[src/rtl/core/shsp_pkg.sv]
// Shared types and constants for the selective hue/saturation pixel block.
`default_nettype none

package shsp_pkg;

	localparam int SAMPLE_W   = 16;
	localparam int COEF_W     = 20;
	localparam int CFG_W      = 60;
	localparam int MAT_W      = 23;  // matrix result after the Q16 floor shift
	localparam int DELTA_W    = 35;  // blend step added to the original sample

	localparam logic [5:0]  ALL_CLASSES = 6'h3F;
	localparam logic [14:0] STRONG_GAIN = 15'd25344;  // 99.0 in Q8.8

	// register indexes on the configuration port
	typedef enum logic [2:0] {
		CFG_COEF_RED   = 3'd0,
		CFG_COEF_GREEN = 3'd1,
		CFG_COEF_BLUE  = 3'd2,
		CFG_SELECT     = 3'd3,
		CFG_STRENGTH   = 3'd4,
		CFG_WIDE       = 3'd5
	} cfg_idx_t;

	typedef struct packed {
		logic [SAMPLE_W-1:0] red_in;
		logic [SAMPLE_W-1:0] green_in;
		logic [SAMPLE_W-1:0] blue_in;
	} pix_in_t;

	typedef struct packed {
		logic [SAMPLE_W-1:0] red_out;
		logic [SAMPLE_W-1:0] green_out;
		logic [SAMPLE_W-1:0] blue_out;
	} pix_out_t;

	// per-stage advance strobes handed to the blend lanes
	typedef struct packed {
		logic s3;
		logic s4;
		logic s5;
		logic s6;
	} stage_en_t;

endpackage

`default_nettype wire

[src/rtl/core/shsp_blend_lane.sv]
// One channel of the blend: stages 3 to 6, from matrix result to clipped sample.
`default_nettype none

module shsp_blend_lane (
	input  wire logic                                 clk,
	input  wire shsp_pkg::stage_en_t                  en,
	input  wire logic                                 wide,
	input  wire logic                                 direct,
	input  wire logic signed [shsp_pkg::MAT_W-1:0]    m,
	input  wire logic        [shsp_pkg::SAMPLE_W-1:0] v0,
	input  wire logic        [shsp_pkg::SAMPLE_W-1:0] fs,
	output logic             [shsp_pkg::SAMPLE_W-1:0] sample
);

	// stage 3 : difference times weight
	logic signed [23:0] diff;
	logic signed [40:0] prod_s3;
	logic signed [shsp_pkg::MAT_W-1:0]    m_s3;
	logic        [shsp_pkg::SAMPLE_W-1:0] v0_s3;
	logic                                 direct_s3;

	assign diff = $signed({m[shsp_pkg::MAT_W-1], m}) - $signed({8'd0, v0});

	always_ff @(posedge clk) begin
		if (en.s3) begin
			prod_s3   <= diff * $signed({1'b0, fs});
			m_s3      <= m;
			v0_s3     <= v0;
			direct_s3 <= direct;
		end
	end

	// stage 4 : 8-bit rounding, or first estimate of /65535
	logic signed [41:0] rnd;
	logic signed [50:0] rnd257;
	logic        [40:0] mag_full;
	logic        [39:0] mag;
	logic        [40:0] recip_sum;

	logic signed [shsp_pkg::DELTA_W-1:0]  d8_s4;
	logic        [39:0]                   mag_s4;
	logic        [24:0]                   q0_s4;
	logic                                 neg_s4;
	logic signed [shsp_pkg::MAT_W-1:0]    m_s4;
	logic        [shsp_pkg::SAMPLE_W-1:0] v0_s4;
	logic                                 direct_s4;

	assign rnd       = $signed({prod_s3[40], prod_s3}) + 42'sd128;
	assign rnd257    = $signed({rnd, 8'd0}) + $signed({{9{rnd[41]}}, rnd});
	assign mag_full  = prod_s3[40] ? 41'(-prod_s3) : prod_s3;
	assign mag       = mag_full[39:0];
	// 1/65535 = 2^-16 (1 + 2^-16 + 2^-32 + ...); estimate is low by at most one
	assign recip_sum = {1'b0, mag} + {17'd0, mag[39:16]} + {33'd0, mag[39:32]};

	always_ff @(posedge clk) begin
		if (en.s4) begin
			d8_s4     <= rnd257[50:16];
			mag_s4    <= mag;
			q0_s4     <= recip_sum[40:16];
			neg_s4    <= prod_s3[40];
			m_s4      <= m_s3;
			v0_s4     <= v0_s3;
			direct_s4 <= direct_s3;
		end
	end

	// stage 5 : quotient correction, sign restore
	logic signed [41:0] rem;
	logic        [25:0] quo;
	logic signed [shsp_pkg::DELTA_W-1:0] d16;

	logic signed [shsp_pkg::DELTA_W-1:0]  delta_s5;
	logic signed [shsp_pkg::MAT_W-1:0]    m_s5;
	logic        [shsp_pkg::SAMPLE_W-1:0] v0_s5;
	logic                                 direct_s5;

	assign rem = $signed({2'd0, mag_s4}) - $signed({1'b0, q0_s4, 16'd0})
		+ $signed({17'd0, q0_s4});
	assign quo = {1'b0, q0_s4} + {25'd0, (rem >= 42'sd65535)};
	assign d16 = neg_s4 ? -$signed({9'd0, quo}) : $signed({9'd0, quo});

	always_ff @(posedge clk) begin
		if (en.s5) begin
			delta_s5  <= wide ? d16 : d8_s4;
			m_s5      <= m_s4;
			v0_s5     <= v0_s4;
			direct_s5 <= direct_s4;
		end
	end

	// stage 6 : apply and clip
	logic signed [shsp_pkg::DELTA_W:0]  val;
	logic        [shsp_pkg::SAMPLE_W-1:0] maxv;

	assign maxv = wide ? 16'hFFFF : 16'h00FF;
	assign val  = direct_s5
		? $signed({{(shsp_pkg::DELTA_W + 1 - shsp_pkg::MAT_W){m_s5[shsp_pkg::MAT_W-1]}}, m_s5})
		: $signed({20'd0, v0_s5}) + $signed({delta_s5[shsp_pkg::DELTA_W-1], delta_s5});

	always_ff @(posedge clk) begin
		if (en.s6) begin
			if (val < 0) begin
				sample <= '0;
			end else if (val > $signed({20'd0, maxv})) begin
				sample <= maxv;
			end else begin
				sample <= val[shsp_pkg::SAMPLE_W-1:0];
			end
		end
	end

endmodule

`default_nettype wire

[config.mk]
export PLATFORM = sky130hd
export DESIGN_NAME = shsp_blend_lane
export DESIGN_NICKNAME = d
export VERILOG_FILES = /design/src/rtl/core/shsp_pkg.sv /design/src/rtl/core/shsp_blend_lane.sv
export SDC_FILE = /design/constraint.sdc
export NUM_CORES = 2
export LEC_CHECK = 0
export ABC_AREA = 1
export BUFFER_PORTS_ARGS = -buffer_cell sky130_fd_sc_hd__buf_2
export CAP_MARGIN = 10
export CELL_PAD_IN_SITES_DETAIL_PLACEMENT = 1
export CELL_PAD_IN_SITES_GLOBAL_PLACEMENT = 1
export CORE_ASPECT_RATIO = 1.75
export CORE_UTILIZATION = 25
export CTS_BUF_LIST = sky130_fd_sc_hd__clkbuf_8
export DETAILED_ROUTE_END_ITERATION = 10
export GPL_ROUTABILITY_DRIVEN = 0
export PLACE_DENSITY = 0.45
export SETUP_SLACK_MARGIN = 0.2
export SLEW_MARGIN = 30
export SYNTH_ARGS = -nofsm -noshare
export SYNTH_HDL_FRONTEND = slang
export SYNTH_SLANG_ARGS = --single-unit
export TNS_END_PERCENT = 5
[constraint.sdc]
create_clock -name clk -period 10.38 [get_ports clk]
set_clock_uncertainty 0.1 [all_clocks]
set_input_delay 0.519 -clock clk [delete_from_list [all_inputs] [get_ports clk]]
set_output_delay 0.519 -clock clk [all_outputs]
set_load 0.005 [all_outputs]
* Word level (Yosys, flattened, before mapping)
Cells that the tools add are included.
** Storage, ports and cells
- Register bits after elaboration :: 313
- Latch bits :: 0
- Memory bits (writable) :: 0
- Memory bits (read-only) :: 0
- Bits of input ports :: 62
- Output and inout port bits :: 16
- Logic and storage cells :: 37
- Memories kept :: 0
** Operators by class
- Add/sub/neg operators :: 11
- Multipliers :: 1
- Div/mod/pow operators :: 0
- Order comparisons :: 3
- Equality and inequality tests :: 0
- Shift-type cells :: 0
- Muxes and demuxes :: 6
- Bitwise operators :: 0
- Reductions and logical operators :: 0
** Operators with widths (count)
- 35-bit two-way mux :: 2
- 50-bit by 42-bit adder with 51-bit output :: 1
- 41-bit by 9-bit adder with 42-bit output (second input constant) :: 1
- 42-bit by 26-bit adder with 42-bit output :: 1
- 42-bit by 17-bit >= comparator with 1-bit output (second input constant) :: 1
- 40-bit by 41-bit subtractor with 42-bit output :: 1
- 40-bit by 24-bit adder with 41-bit output :: 1
- 41-bit by 8-bit adder with 41-bit output :: 1
- 24-bit by 17-bit multiplier with 41-bit output :: 1
- 40-bit two-way mux :: 1
- 40-bit negation :: 1
- 17-bit by 35-bit adder with 36-bit output :: 1
- 36-bit by 17-bit greater-than comparator with 1-bit output :: 1
- 36-bit by 1-bit < comparator with 1-bit output (second input constant) :: 1
- 36-bit two-way mux :: 1
- 26-bit negation with 35-bit output :: 1
- 16-bit two-way mux :: 2
- 25-bit by 1-bit adder with 26-bit output :: 1
- 23-bit by 17-bit subtractor with 24-bit output :: 1

* Depth between registers and ports, before layout
- Word-level depth :: 7
- Mapped depth :: 42
- Mapped depth without buffers :: 42

* Worst setup path after synthesis
No wires, ideal clock.
- Path kind :: input port to flip-flop
- Start :: input port m[0] (netlist bit)
- End :: register prod_s3[36] (data pin)
- Setup time :: 0.276 ns
- Arrival time :: 7.311 ns
- Required time :: 10.004 ns
- Setup slack :: 2.694 ns
- Stages :: 36
- Path buffers :: 1
- Cells stage by stage :: inv_1 -> ha_1 -> fa_1 -> inv_1 -> a31oi_1 -> o21ai_0 -> nand2_1 -> a21oi_1 -> or2_2 -> nand3_1 -> a21o_1 -> buf_2 -> nand2_1 -> nor2_1 -> fa_1 -> inv_1 -> fa_1 -> fa_1 -> inv_1 -> fa_1 -> fa_1 -> inv_1 -> fa_1 -> inv_1 -> ha_1 -> a21oi_1 -> inv_1 -> a31oi_1 -> inv_1 -> a21oi_1 -> o21ai_0 -> a21oi_1 -> o21ai_0 -> nand3_1 -> o311ai_0 -> xor2_1
** On the way
- Cells in the longest elaborated chain, start to end :: 2
** RTL lines
- start, declared :: line shsp_blend_lane.sv:9 : input wire logic signed [shsp_pkg::MAT_W-1:0] m,
- 23-bit by 17-bit subtractor with 24-bit output :: line shsp_blend_lane.sv:22 : assign diff = $signed({m[shsp_pkg::MAT_W-1], m}) - $signed({8'd0, v0});
- 24-bit by 17-bit multiplier with 41-bit output :: line shsp_blend_lane.sv:26 : prod_s3 <= diff * $signed({1'b0, fs});
- end signal, assigned :: line shsp_blend_lane.sv:26
- end, declared :: line shsp_blend_lane.sv:17 : logic signed [40:0] prod_s3;
Every way passes these cells.
A chain may end at the register's enable or synchronous reset.

* Worst setup path in the final report
- Start :: input port v0[6] (netlist bit)
- End :: register prod_s3[38] (data pin)
** On the way
- Cells in the longest elaborated chain, start to end :: 2
** RTL lines
- start, declared :: line shsp_blend_lane.sv:10 : input wire logic [shsp_pkg::SAMPLE_W-1:0] v0,
- 23-bit by 17-bit subtractor with 24-bit output :: line shsp_blend_lane.sv:22
- 24-bit by 17-bit multiplier with 41-bit output :: line shsp_blend_lane.sv:26
Every way passes these cells.

==> flow_metrics.tcl <==
set metrics [dict create \
    max_slew.worst_pin.slew_ns 0.974 \
    final_antenna_net_count 0 \
    end_kind "register" \
    drt_wl_total_um 158000 \
    hold_viol 0 \
    critPathMaxFanout 10 \
    hp-class "input pin to register" \
    dr.pass1.iters 5 \
    rows 190 \
    slowest_stage "fa_1" \
    vias 31800 \
    coreArea_mm2 0.153 \
    remaining_drc_errors 0 \
    whs_ns 0.0994 \
    clock_latency_ns 0.72 \
    crit_arrival_ns 9.31 \
    viasPerCell 4.57 \
    cts_made_buffers 51 \
    gr-total-overflow 0 \
    die_w_um 298 \
    cp_common_cell "fa_1" \
    cts.sinks 313 \
    numPortBuffers 77 \
    nets 5643 \
    netlist_instances 4764 \
    synthFlopType "edfxtp_1" \
    slowest_delay_ns 0.58 \
    critPathKind "input pin to register" \
    slew_headroom 0.344 \
    wire_per_inst_um 22.8 \
    ys_ff_latch 313 \
    cts_tree "yes" \
    required_ns 10.69 \
    drv_cap 0 \
    grt_pass1_wl_um 231000 \
    period_needed_ns 9.01 \
    synthToLayoutAreaGrowth_pct 11.1 \
    drt_iter0_drc 1132 \
    die-area_mm2 0.155 \
    finalMaxSlewViolations 0 \
    syn_avg_cell_area_um2 8.07 \
    grt_pass1_vias 35700 \
    fin_tns_setup_ns 0 \
    fin_crit_sh 0.868 \
    status "finished clean" \
    syn-cell-area_mm2 0.0384 \
    grt_start_max_net_pins 73 \
    fillers 18300 \
    start_util 0.251 \
    fmax_mhz 111 \
    grt_usage 0.203 \
    start_kind "input pin" \
    ctsRootBufferMaster "clkbuf_8" \
    syn-num-nets 5519 \
    synth.distinct_cells 65 \
    seq_area_frac_synth 0.245 \
    ys_warn_count 0 \
    layout_commonest_cell "inv_1" \
    die_h_um 521 \
    drive_gt1_frac 0.0658 \
    antenna_found_initial 5 \
    dp_hpwl_um 138000 \
    ios 78 \
    grt_setup_unrepaired "no" \
    utilization 0.279 \
    setup_viol 0 \
    ctsLongestPathBuffers 3 \
    clkTransAtPathRegs_ns 0.06 \
    final_cell_mix "1018 x inv_1, 864 x nand2_1, 530 x nor2_1, 395 x fa_1, 313 x edfxtp_1" \
    htreeDepth 2 \
    async_reset_ff_frac 0 \
    synth_enable_flop_cells 313 \
]
-- registers in the layout, indices dropped and copies added, names as in the netlist --
name	count
m_s3	23
m_s4	23
direct_s4	1
prod_s3	41
neg_s4	1
direct_s5	1
sample	16
v0_s3	16
delta_s5	35
v0_s5	16
d8_s4	35
v0_s4	16
direct_s3	1
q0_s4	25
mag_s4	40
m_s5	23
-- layout make-up --
type	count	area, um^2	area share
tap	2016	2520	0.0591
multi-input combinational	3345	24900	0.582
timing repair buffer	148	1020	0.0239
inverter	1029	3860	0.0904
antenna	3	7.51	0.000176
clock buffer	51	702	0.0164
clock inverter	41	335	0.00785
sequential	313	9400	0.220
-- path summary, 6_finish.rpt --
path / end / slack (ns) / cells after the start / startpoint
hold / removal: m_s3[19] / 0.1 / 1 / m[19]
hold reg to reg: v0_s5[0] / 0.32 / 0 / v0_s4[0]
setup / recovery: prod_s3[38] / 1.37 / 32 / v0[6]
setup reg to reg: delta_s5[30] / 2.96 / 32 / q0_s4[16]
-- repair_timing --
item / in CTS / in global routing
hold buffers: 37 / 0
resized for setup: 0 / 0
hold endpoints to repair: 41 / 0
setup buffers: 0 / 0
-- synth_stat cells (3+ instances only) --
library cell	count	area, um^2
inv_1	1007	3780
nand2_1	864	3240
nor2_1	530	1990
fa_1	395	7910
edfxtp_1	313	9400
ha_1	298	3730
a21oi_1	243	1220
nand3_1	219	1100
xor2_1	166	1450
o21ai_0	157	786
clkbuf_1	66	248
nand4_1	60	375
nor3_1	59	295
xnor2_1	58	508
or2_2	47	294
a31oi_1	37	231
nor4_1	19	119
o21ai_1	19	95.1
o21a_1	16	120
inv_2	15	56.3
nor2_2	15	93.8
a21o_1	12	90.1
o21bai_1	12	90.1
nand2_2	11	68.8
nand3_2	9	90.1
nor2_4	9	101
a21boi_0	8	60.1
nand3b_1	8	60.1
o211ai_1	8	60.1
clkinv_1	7	26.3
o21ai_2	6	52.6
o221ai_1	6	52.6
o22ai_1	6	37.5
buf_2	5	25.0
a211oi_1	3	22.5
and2_1	3	18.8
and3_1	3	18.8
nor3_2	3	30.0
o21ai_4	3	48.8
xor2_2	3	48.8
-- logic make-up (layout without fill, tap and decap cells) --
family          after synthesis  count (layout)  synth area share
simple gates               1871            1871             0.209
fa+ha+maj                   693             693             0.303
compound gates              552             552            0.0808
other cells                   0               3                 0
flops                       313             313             0.245
buf+inv                    1106            1269             0.109
xor+xnor                    229             229            0.0537
-- per-stage QoR --
step                      setup slack [ns]  cells  cell area (um^2)
after detailed placement              1.16   6814             41300
final                                 1.37   6946             42700
after CTS                             1.30   6943             42700
after global placement                1.23   6814             41300
after floorplan                       2.69   4764             38400
after global routing                 0.819   6944             42700
-- critical path, delay by kind of cell --
kind	cells	cell delay, ns
XOR/XNOR	1	0.18
buffers and inverters	7	0.91
AND/OR/NAND/NOR	7	1.55
AO/OA/AOI/OAI	9	2.23
adder cells (fa/ha/maj)	8	3.90
-- per-layer routing --
layer | up-vias | GRT usage | share of wire
met5 | - | 0 | 0.000082
met4 | 2 | 0.118 | 0.065
met3 | 279 | 0.0138 | 0.017
met2 | 450 | 0.418 | 0.58
met1 | 15700 | 0.191 | 0.34
li1 | 15300 | - | -
Power is not shown: default switching activity piles up to over one toggle a cycle in this logic, so the estimate is an artifact.
